--- config.mk ---
export PLATFORM = sky130hd
export DESIGN_NAME = fifo_multi_unit_resource_pool
export DESIGN_NICKNAME = d
export VERILOG_FILES = /design/src/design/fmurp_pkg.sv /design/src/design/fifo_multi_unit_resource_pool.sv /design/src/design/fmurp_ram.sv /design/src/design/fmurp_datapath.sv /design/src/design/fmurp_ctrl.sv
export SDC_FILE = /design/constraint.sdc
export NUM_CORES = 1
export LEC_CHECK = 0
export ABC_AREA = 0
export ABC_CLOCK_PERIOD_IN_PS = 4000
export BUFFER_PORTS_ARGS = -buffer_cell sky130_fd_sc_hd__buf_2
export CORE_ASPECT_RATIO = 0.9
export CORE_UTILIZATION = 50
export CTS_CLUSTER_SIZE = 30
export DETAILED_ROUTE_END_ITERATION = 12
export GPL_TIMING_DRIVEN = 1
export PLACE_DENSITY = 0.75
export SLEW_MARGIN = 40
export SYNTH_ARGS = -nofsm -noshare
export SYNTH_HDL_FRONTEND = slang
export SYNTH_SLANG_ARGS = --single-unit
--- constraint.sdc ---
create_clock -name aclk -period 4 [get_ports aclk]
set_input_delay 0.4 -clock aclk [delete_from_list [all_inputs] [get_ports aclk]]
set_output_delay 0.4 -clock aclk [all_outputs]
set_load 0.03 [all_outputs]
--- src/design/fmurp_pkg.sv ---
// ----------------------------------------------------------------------------
// fmurp_pkg
// Shared sizes, codes and control/status types of the resource pool.
// ----------------------------------------------------------------------------
package fmurp_pkg;

    localparam int POOL_SIZE   = 16;
    localparam int QUEUE_DEPTH = 8;

    localparam int ID_W   = 8;
    localparam int TAG_W  = 8;
    localparam int CNT_W  = 5;
    localparam int KIND_W = 2;

    localparam int SIDX_W = $clog2(POOL_SIZE);
    localparam int SCNT_W = $clog2(POOL_SIZE + 1);
    localparam int QIDX_W = $clog2(QUEUE_DEPTH);
    localparam int QCNT_W = $clog2(QUEUE_DEPTH + 1);
    localparam int CMP_W  = (CNT_W > SCNT_W) ? CNT_W : SCNT_W;

    localparam int S_TDATA_W = 24;
    localparam int M_TDATA_W = 24;
    localparam int M_PAD_W   = M_TDATA_W - (TAG_W + ID_W + 1);

    localparam logic CMD_ADD    = 1'b0;
    localparam logic CMD_SUBMIT = 1'b1;

    typedef enum logic [KIND_W-1:0] {
        EV_GRANT  = 2'd0,
        EV_ZERO   = 2'd1,
        EV_REJECT = 2'd2,
        EV_DROP   = 2'd3
    } event_kind_t;

    typedef enum logic [1:0] {
        ST_IDLE,
        ST_EXEC,
        ST_SERVE,
        ST_GRANT
    } state_t;

    typedef struct packed {
        logic        capture;
        logic        push;
        logic        enqueue;
        logic        load_rem;
        logic        emit;
        event_kind_t kind;
    } dp_cmd_t;

    typedef struct packed {
        logic cmd_submit;
        logic stack_full;
        logic queue_full;
        logic head_fits;
        logic head_zero;
        logic rem_one;
        logic zero_last;
        logic unit_last;
        logic out_free;
    } dp_stat_t;

endpackage

--- src/design/fifo_multi_unit_resource_pool.sv ---
// ----------------------------------------------------------------------------
// fifo_multi_unit_resource_pool
// Counting resource pool: LIFO of free ids, FIFO of requests served in order.
// ----------------------------------------------------------------------------
//  channel | dir | tdata (low bit up)                | tuser      | tlast
//  s_      | in  | resource_id, request_tag, count   | command    | -
//  m_      | out | granted_tag, granted_id, complete | event_kind | last result
//
// One transfer at a time: accept, apply, then check the queue head.
// A full queue (reject) or full stack (drop) ends the transfer with its result.
// A served request loads its count at the head check, then gives one grant per unit.
// Results wait in the output register; m_tready low stalls the sequencer.
// Reset clears the stack depth, queue fill and output valid; no clearing pass.
module fifo_multi_unit_resource_pool import fmurp_pkg::*; (
    input  logic                 aclk,
    input  logic                 aresetn,
    input  logic                 s_tvalid,
    output logic                 s_tready,
    input  logic [S_TDATA_W-1:0] s_tdata,   // resource_id, request_tag, unit_count
    input  logic                 s_tuser,   // command
    output logic                 m_tvalid,
    input  logic                 m_tready,
    output logic [M_TDATA_W-1:0] m_tdata,   // granted_tag, granted_id, request_complete
    output logic [KIND_W-1:0]    m_tuser,   // event_kind
    output logic                 m_tlast
);

    dp_cmd_t  cmd;
    dp_stat_t stat;

    fmurp_ctrl u_ctrl (
        .aclk     (aclk),
        .aresetn  (aresetn),
        .s_tvalid (s_tvalid),
        .s_tready (s_tready),
        .stat     (stat),
        .cmd      (cmd)
    );

    fmurp_datapath u_dp (
        .aclk     (aclk),
        .aresetn  (aresetn),
        .cmd      (cmd),
        .stat     (stat),
        .s_tdata  (s_tdata),
        .s_tuser  (s_tuser),
        .m_tvalid (m_tvalid),
        .m_tready (m_tready),
        .m_tdata  (m_tdata),
        .m_tuser  (m_tuser),
        .m_tlast  (m_tlast)
    );

endmodule

--- src/design/fmurp_ram.sv ---
// ----------------------------------------------------------------------------
// fmurp_ram
// Generic single-write, single-read RAM with registered read data.
// ----------------------------------------------------------------------------
module fmurp_ram #(
    parameter int WIDTH = 8,
    parameter int DEPTH = 16
) (
    input  logic                     aclk,
    input  logic                     wr_en,
    input  logic [$clog2(DEPTH)-1:0] wr_addr,
    input  logic [WIDTH-1:0]         wr_data,
    input  logic [$clog2(DEPTH)-1:0] rd_addr,
    output logic [WIDTH-1:0]         rd_data
);

    logic [WIDTH-1:0] mem_reg [DEPTH];
    logic [WIDTH-1:0] rd_data_reg;

    always_ff @(posedge aclk) begin
        if (wr_en) begin
            mem_reg[wr_addr] <= wr_data;
        end
        rd_data_reg <= mem_reg[rd_addr];
    end

    assign rd_data = rd_data_reg;

endmodule

--- src/design/fmurp_datapath.sv ---
// ----------------------------------------------------------------------------
// fmurp_datapath
// Free-id stack, shifting request queue, unit counter and result register.
// ----------------------------------------------------------------------------
module fmurp_datapath import fmurp_pkg::*; (
    input  logic                 aclk,
    input  logic                 aresetn,
    input  dp_cmd_t              cmd,
    output dp_stat_t             stat,
    input  logic [S_TDATA_W-1:0] s_tdata,
    input  logic                 s_tuser,
    output logic                 m_tvalid,
    input  logic                 m_tready,
    output logic [M_TDATA_W-1:0] m_tdata,
    output logic [KIND_W-1:0]    m_tuser,
    output logic                 m_tlast
);

    // captured input transfer
    logic             in_cmd_reg;
    logic [ID_W-1:0]  in_id_reg;
    logic [TAG_W-1:0] in_tag_reg;
    logic [CNT_W-1:0] in_cnt_reg;

    logic [SCNT_W-1:0] depth_reg, depth_next;
    logic [QCNT_W-1:0] fill_reg, fill_next;
    logic [CNT_W-1:0]  rem_reg;

    // queue head always sits at entry 0
    logic [TAG_W-1:0] q_tag_reg [QUEUE_DEPTH];
    logic [CNT_W-1:0] q_cnt_reg [QUEUE_DEPTH];

    logic              m_valid_reg, m_valid_next;
    event_kind_t       m_kind_reg;
    logic [TAG_W-1:0]  m_tag_reg;
    logic [ID_W-1:0]   m_id_reg;
    logic              m_done_reg;
    logic              m_last_reg;

    logic              emit_unit;
    logic              pop_head;
    logic [SCNT_W-1:0] depth_m1;
    logic [SCNT_W-1:0] rd_ptr;
    logic [ID_W-1:0]   top_id;
    logic [CMP_W-1:0]  head_cnt_ext;
    logic [CMP_W-1:0]  next_cnt_ext;
    logic [CMP_W-1:0]  depth_ext;
    logic [CMP_W-1:0]  depth_m1_ext;
    logic              next_valid;
    logic              out_last;

    assign emit_unit = cmd.emit && (cmd.kind == EV_GRANT);
    assign pop_head  = cmd.emit && ((cmd.kind == EV_ZERO) ||
                                    ((cmd.kind == EV_GRANT) && stat.rem_one));
    assign depth_m1  = depth_reg - SCNT_W'(1);

    // read address runs one ahead so the top id is ready when the pop happens
    assign rd_ptr = emit_unit ? (depth_reg - SCNT_W'(2)) : depth_m1;

    fmurp_ram #(
        .WIDTH (ID_W),
        .DEPTH (POOL_SIZE)
    ) u_stack (
        .aclk    (aclk),
        .wr_en   (cmd.push),
        .wr_addr (depth_reg[SIDX_W-1:0]),
        .wr_data (in_id_reg),
        .rd_addr (rd_ptr[SIDX_W-1:0]),
        .rd_data (top_id)
    );

    assign head_cnt_ext = CMP_W'(q_cnt_reg[0]);
    assign next_cnt_ext = CMP_W'(q_cnt_reg[1]);
    assign depth_ext    = CMP_W'(depth_reg);
    assign depth_m1_ext = CMP_W'(depth_m1);
    assign next_valid   = fill_reg >= QCNT_W'(2);

    always_comb begin
        stat.cmd_submit = (in_cmd_reg == CMD_SUBMIT);
        stat.stack_full = (depth_reg == SCNT_W'(POOL_SIZE));
        stat.queue_full = (fill_reg == QCNT_W'(QUEUE_DEPTH));
        stat.head_fits  = (fill_reg != '0) && (head_cnt_ext <= depth_ext);
        stat.head_zero  = (q_cnt_reg[0] == '0);
        stat.rem_one    = (rem_reg == CNT_W'(1));
        // set when the request behind the head would not be served after this result
        stat.zero_last  = !(next_valid && (next_cnt_ext <= depth_ext));
        stat.unit_last  = !(next_valid && (next_cnt_ext <= depth_m1_ext));
        stat.out_free   = !m_valid_reg || m_tready;
    end

    always_comb begin
        case (cmd.kind)
            EV_GRANT: out_last = stat.rem_one && stat.unit_last;
            EV_ZERO:  out_last = stat.zero_last;
            default:  out_last = 1'b1;
        endcase
    end

    always_comb begin
        depth_next = depth_reg;
        if (cmd.push) begin
            depth_next = depth_reg + SCNT_W'(1);
        end else if (emit_unit) begin
            depth_next = depth_m1;
        end
        fill_next = fill_reg;
        if (cmd.enqueue) begin
            fill_next = fill_reg + QCNT_W'(1);
        end else if (pop_head) begin
            fill_next = fill_reg - QCNT_W'(1);
        end
        m_valid_next = m_valid_reg;
        if (cmd.emit) begin
            m_valid_next = 1'b1;
        end else if (m_tready) begin
            m_valid_next = 1'b0;
        end
    end

    always_ff @(posedge aclk) begin
        if (!aresetn) begin
            depth_reg   <= '0;
            fill_reg    <= '0;
            m_valid_reg <= 1'b0;
        end else begin
            depth_reg   <= depth_next;
            fill_reg    <= fill_next;
            m_valid_reg <= m_valid_next;
        end
    end

    always_ff @(posedge aclk) begin
        if (cmd.capture) begin
            in_cmd_reg <= s_tuser;
            in_id_reg  <= s_tdata[ID_W-1:0];
            in_tag_reg <= s_tdata[ID_W +: TAG_W];
            in_cnt_reg <= s_tdata[ID_W+TAG_W +: CNT_W];
        end
        if (cmd.load_rem) begin
            rem_reg <= q_cnt_reg[0];
        end else if (emit_unit) begin
            rem_reg <= rem_reg - CNT_W'(1);
        end
        if (cmd.enqueue) begin
            q_tag_reg[fill_reg[QIDX_W-1:0]] <= in_tag_reg;
            q_cnt_reg[fill_reg[QIDX_W-1:0]] <= in_cnt_reg;
        end else if (pop_head) begin
            for (int i = 0; i < QUEUE_DEPTH - 1; i++) begin
                q_tag_reg[i] <= q_tag_reg[i+1];
                q_cnt_reg[i] <= q_cnt_reg[i+1];
            end
        end
        if (cmd.emit) begin
            m_kind_reg <= cmd.kind;
            m_last_reg <= out_last;
            case (cmd.kind)
                EV_GRANT: begin
                    m_tag_reg  <= q_tag_reg[0];
                    m_id_reg   <= top_id;
                    m_done_reg <= stat.rem_one;
                end
                EV_ZERO: begin
                    m_tag_reg  <= q_tag_reg[0];
                    m_id_reg   <= '0;
                    m_done_reg <= 1'b1;
                end
                EV_REJECT: begin
                    m_tag_reg  <= in_tag_reg;
                    m_id_reg   <= '0;
                    m_done_reg <= 1'b1;
                end
                default: begin
                    m_tag_reg  <= '0;
                    m_id_reg   <= in_id_reg;
                    m_done_reg <= 1'b0;
                end
            endcase
        end
    end

    assign m_tvalid = m_valid_reg;
    assign m_tuser  = m_kind_reg;
    assign m_tlast  = m_last_reg;
    assign m_tdata  = {{M_PAD_W{1'b0}}, m_done_reg, m_id_reg, m_tag_reg};

endmodule

--- src/design/fmurp_ctrl.sv ---
// ----------------------------------------------------------------------------
// fmurp_ctrl
// Sequencer: takes one transfer, applies it and serves the fitting queue heads, or drops/rejects it.
// ----------------------------------------------------------------------------
module fmurp_ctrl import fmurp_pkg::*; (
    input  logic     aclk,
    input  logic     aresetn,
    input  logic     s_tvalid,
    output logic     s_tready,
    input  dp_stat_t stat,
    output dp_cmd_t  cmd
);

    state_t state_reg, state_next;

    always_ff @(posedge aclk) begin
        if (!aresetn) begin
            state_reg <= ST_IDLE;
        end else begin
            state_reg <= state_next;
        end
    end

    always_comb begin
        state_next = state_reg;
        case (state_reg)
            ST_IDLE: begin
                if (s_tvalid) begin
                    state_next = ST_EXEC;
                end
            end
            ST_EXEC: begin
                if (stat.cmd_submit ? stat.queue_full : stat.stack_full) begin
                    if (stat.out_free) begin
                        state_next = ST_IDLE;
                    end
                end else begin
                    state_next = ST_SERVE;
                end
            end
            ST_SERVE: begin
                if (!stat.head_fits) begin
                    state_next = ST_IDLE;
                end else if (!stat.head_zero) begin
                    state_next = ST_GRANT;
                end else if (stat.out_free && stat.zero_last) begin
                    state_next = ST_IDLE;
                end
            end
            ST_GRANT: begin
                if (stat.out_free && stat.rem_one) begin
                    state_next = stat.unit_last ? ST_IDLE : ST_SERVE;
                end
            end
            default: state_next = ST_IDLE;
        endcase
    end

    always_comb begin
        s_tready     = 1'b0;
        cmd.capture  = 1'b0;
        cmd.push     = 1'b0;
        cmd.enqueue  = 1'b0;
        cmd.load_rem = 1'b0;
        cmd.emit     = 1'b0;
        cmd.kind     = EV_GRANT;
        case (state_reg)
            ST_IDLE: begin
                s_tready    = 1'b1;
                cmd.capture = s_tvalid;
            end
            ST_EXEC: begin
                if (stat.cmd_submit) begin
                    cmd.kind = EV_REJECT;
                    if (stat.queue_full) begin
                        cmd.emit = stat.out_free;
                    end else begin
                        cmd.enqueue = 1'b1;
                    end
                end else begin
                    cmd.kind = EV_DROP;
                    if (stat.stack_full) begin
                        cmd.emit = stat.out_free;
                    end else begin
                        cmd.push = 1'b1;
                    end
                end
            end
            ST_SERVE: begin
                cmd.kind = EV_ZERO;
                if (stat.head_fits) begin
                    if (stat.head_zero) begin
                        cmd.emit = stat.out_free;
                    end else begin
                        cmd.load_rem = 1'b1;
                    end
                end
            end
            ST_GRANT: begin
                cmd.kind = EV_GRANT;
                cmd.emit = stat.out_free;
            end
            default: begin
                cmd.kind = EV_GRANT;
            end
        endcase
    end

endmodule

After elaboration in Yosys (flattened, before gate mapping)
Memory sizes are Yosys's and may differ from the RTL's. A register that Yosys moved wholly into a read port is not among the register bits.
Index checks and enable logic that the tools add are counted.
W data, S select, Z words.
Storage, ports and cells
  register bits: 59
  bits in writable memories: 232
  input bits: 29
  output and inout port bits: 29
  logic and storage cells: 117
  memories kept: 3
Cells by class
  add/sub/neg operators: 6
  $lt $le $gt $ge: 4
  equality and inequality tests: 12
  muxes and demuxes: 51
  reduce and logical (&&, ||, !) cells: 27
Memory list
  u_dp.u_stack.mem_reg: words 16, width 8, read ports 1, clocked after Yosys merged registers in 1, wr ports 1, line fmurp_ram.sv:17  | logic [WIDTH-1:0] mem_reg [DEPTH];
  u_dp.q_tag_reg: words 8, width 8, read ports 8, clocked after Yosys merged registers in 0, wr ports 7, line fmurp_datapath.sv:30  | logic [TAG_W-1:0] q_tag_reg [QUEUE_DEPTH];
  u_dp.q_cnt_reg: words 8, width 5, read ports 8, clocked after Yosys merged registers in 0, wr ports 7, line fmurp_datapath.sv:31  | logic [CNT_W-1:0] q_cnt_reg [QUEUE_DEPTH];
Operators with widths (number)
  $pmux W8 S2: 2
  $mux W5: 5
  $mux W1: 23
  $mux W2: 10
  $le A5 B5 Y1: 3
  $mux W4: 3
  $sub A5 B1 Y5 const B: 2
  $logic_and A1 B1 Y1: 9
  $mux W3: 3
  $pmux W3 S3: 1
  $mux W8: 1
  $pmux W2 S4: 1
  $reduce_bool A2 Y1: 4
  $reduce_or A8 Y1: 1
  $eq A2 B2 Y1 const B: 3
  $add A5 B1 Y5 const B: 1
  $eq A5 B1 Y1 const B: 1
  $eq A5 B5 Y1 const B: 1
  $logic_not A5 Y1: 1
  $reduce_or A5 Y1: 1
  $add A4 B1 Y4 const B: 1
  $eq A2 B1 Y1 const B: 2
  $eq A4 B4 Y1 const B: 1
  $ge A4 B2 Y1 const B: 1
  other kinds (13): 19

Longest topological paths before layout
  depth after elaboration: 14
  depth in mapped cells: 15
  mapped depth without buffers: 12

Cells and area by module
A second synthesis with hierarchy kept.
Second synthesis, totals
  cell total of the unflattened synthesis: 854
  area total of the unflattened synthesis: 12548.3 sq um
Modules (own cells, without submodules)
  fmurp_datapath: times used 1, cells each 593, area an instance 7185.6 sq um
  fmurp_ram: times used 1, cells each 229, area an instance 5147.4 sq um
  fmurp_ctrl: times used 1, cells each 32, area an instance 215.2 sq um

Worst setup path before layout
No wires, ideal clock.
  path type: reg2reg
  start point: reg u_dp.depth_reg[1], in the netlist u_dp.depth_ext[1]
  end point: mem u_dp.q_cnt_reg[2][0] (enable)
  library setup time: 0.387 ns
  data arrival time: 2.821 ns
  required time: 3.613 ns
  path slack: 0.791 ns
  stages on the path, launching flop included: 13
  path buffers: 4
  clock period less this slack: 3.209 ns
  cell sequence: dfxtp_1 buf_2 buf_6 buf_2 inv_1 ha_1 nand2b_1 a211oi_1 o22ai_1 a22oi_1 nand2b_1 clkbuf_1 a21oi_1
RTL lines
  start, declared: line fmurp_datapath.sv:25  | logic [SCNT_W-1:0] depth_reg, depth_next;
  start signal, assigned: line fmurp_datapath.sv:126  | depth_reg <= depth_next;
  end, declared: line fmurp_datapath.sv:31

==> impl_metrics.toml <==
[status]
outcome = "complete, no violations"

[route]
drt-total-wl_mm = 27.2
remaining_drc_errors = 0
antenna_left = 0
vias_per_cell = 5.61
drtIter0Drc = 669
via_count = 7946
wire_per_inst_um = 19.2
first_pass_iters = 5

[sta]
fmax_mhz = 315
slew_violations = 0
setup_viol_count_final = 0
timing.final.hold_violations = 0
period_share_pct = 79.3
tightest_slew_ns = 0.809
slew_headroom_pct = 44.5
rsz0062_at_grt = "false"
tns_ns = 0
final.min_clock_period_ns = 3.17
clock_skew_ns = 0.0146

[logic_synthesis]
synth_top_area_share_pct = 60.2
yosys-top-cells-area = "edfxtp_1 (60%), mux2i_1 (9.6%), nand2_1 (6.5%), mux4_1 (5.9%), dfxtp_1 (2.9%)"
syn_area_um2 = 13900
synth_edf_count = 279
ys_types = 53
yosys.area.top_type = "edfxtp_1"
yosysMostFrequentCell = "edfxtp_1"
async_reset_ff_share_pct = 0
ys.flop_type = "edfxtp_1"
ys_seq_area_share_pct = 63.0
synth_seq_cells = 299
netlist_top_cells_count = "edfxtp_1 (279), nand2_1 (240), mux2i_1 (133), mux4_1 (31), ha_1 (27)"
ys.warnings.count = 0
synthCells = 1000
avgSynthCellArea_um2 = 13.9

[floorplan]
die_height_um = 160
core.rowCount = 57
core_area_um2 = 27200
die_w_um = 178
initial_core_util_pct = 51.2
io_pins = 58
dieArea_um2 = 28500

[pwr]
p_per_area_nw_per_um2 = 644
peakVddDrop_uv = 437
power_leakage_nw = 5.39

[cts]
clkTransAtPathRegs_ns = 0.06
cts_tree = "yes"
clk_latency_ns = 0.55
postCtsSetupBuffers = 0
cts_resized = 0
cts-hold-fix-buffers = 1
cts.sinks = 299
cts-htree-levels = 1
cts_buffer_depth = 3
numCtsBuffers = 31
root_buffer = "clkbuf_16"

[cells_and_area]
nFillCells = 2114
seq_area_um2 = 8780
largest_reg_flops = 128
multi_input_area_um2 = 4780
nets = 1101
area_growth_pct = 10.4
drive_above_1_share_pct = 11.6
diodes = 0
stdcell_count = 1416

[global_route]
grt_pass1_wl_mm = 42.5
grt_pass1_vias = 7793
grt_max_degree = 92
grt_remaining_overflow = 0
grt_antenna_before_repair = 0
grt_usage_pct = 19.6

[worst_setup_path]
arrival_ns = 3.34
crit_path_start_kind = "flop"
reg2reg_setup_slack_ns = 0.83
cp-end-kind = "flop"
worstPathRequired_ns = 4.17
critPathKind = "reg -> reg"
critical_path.max_fanout = 16

[placement]
dp_hpwl_mm = 17.6
dp_cells = 1363
place_congestion = 0.834
portBuffers = 47

[run]
cap_viol_max_count = 0

[hold_path]
hold_path.class = "in -> reg"
==> cell usage in the layout (no fill, tap or decap), types with 9 or more instances in the layout <==
cell / Yosys / final
inv_1: 17 / 17
nand2_1: 240 / 240
clkbuf_16: 0 / 31
and2_1: 22 / 21
mux4_1: 31 / 31
nand3_1: 13 / 13
edfxtp_1: 279 / 279
ha_1: 27 / 26
mux4_2: 9 / 9
xnor2_1: 10 / 10
mux2i_1: 133 / 133
a21oi_1: 22 / 20
buf_4: 10 / 10
buf_2: 14 / 47
nor2b_1: 12 / 12
o21ai_0: 18 / 18
nor2_1: 20 / 19
dfxtp_1: 20 / 19
==> critical path, cell delays in order (launching register included) <==
cell      delay, ns
dfxtp_1        0.39
clkinv_1       0.25
ha_1           0.36
nand2_1        0.06
a211oi_1       0.18
o22ai_1        0.15
a22oi_1        0.37
nand2b_1       0.34
buf_4          0.30
nand2_1        0.39
==> final timing paths <==
kind | end | from | cells past startpoint
worst max register to register | u_dp.q_cnt_reg[5][2]$_DFFE_PP_ | u_dp.depth_ext[3]$_SDFFE_PN0P_ | 9
worst min register to register | u_dp.q_tag_reg[1][5]$_DFFE_PP_ | u_dp.q_tag_reg[2][5]$_DFFE_PP_ | 2
worst max-delay path | u_dp.q_cnt_reg[5][2]$_DFFE_PP_ | u_dp.depth_ext[3]$_SDFFE_PN0P_ | 9
worst min-delay path | u_dp.in_tag_reg[1]$_DFFE_PP_ | s_tdata[9] | 1
==> metrics by stage <==
step | hold WS, ns | utilization, % | area (um^2) | power (mW) | worst slack [ns]
floorplan | 0.468 | - | 13900 | 6.47 | 0.791
global placement | 0.494 | 53.1 | 14400 | 7.25 | 0.827
detailed placement | 0.499 | 53.1 | 14400 | 7.33 | 0.847
CTS | 0.000243 | 56.5 | 15400 | 9.94 | 0.823
global route | 0.00105 | 56.6 | 15400 | 10.4 | 0.632
finish | 0.0218 | 56.6 | 15400 | 9.90 | 0.829
==> where the power goes <==
part | internal [mW] | switching, mW | total, mW
clock network | 1.49 | 1.13 | 2.61
logic | 1.41 | 1.71 | 3.12
registers | 3.90 | 0.267 | 4.17
==> cell type report <==
class	count	area share [%]
clock buffer	37	5.26
clock inverter	14	0.675
tap	354	2.88
sequential	299	57.1
multi-input combinational	630	31.1
inverter	19	0.464
timing repair buffer	63	2.55
==> metal layers <==
metal	part of all wire, %	vias to the layer above	track usage, %
met5	0	-	0
met4	1.4	0	4.27
met3	5.4	31	2.84
met2	46	213	30.6
met1	47	3915	29.2
li1	-	3787	-
==> kinds of logic after synthesis <==
| logic type | Yosys count | synth area share [%] |
|---|---|---|
| AO/OA/AOI/OAI | 64 | 2.76 |
| XOR/XNOR | 12 | 0.755 |
| adder cells (fa/ha/maj) | 28 | 2.57 |
| buffers and inverters | 77 | 3.03 |
| flip-flops | 299 | 63.0 |
| multiplexers | 173 | 16.9 |
| other | 1 | 0.0269 |
| AND/OR/NAND/NOR | 346 | 10.9 |
Power figures use the tool's default switching activity.
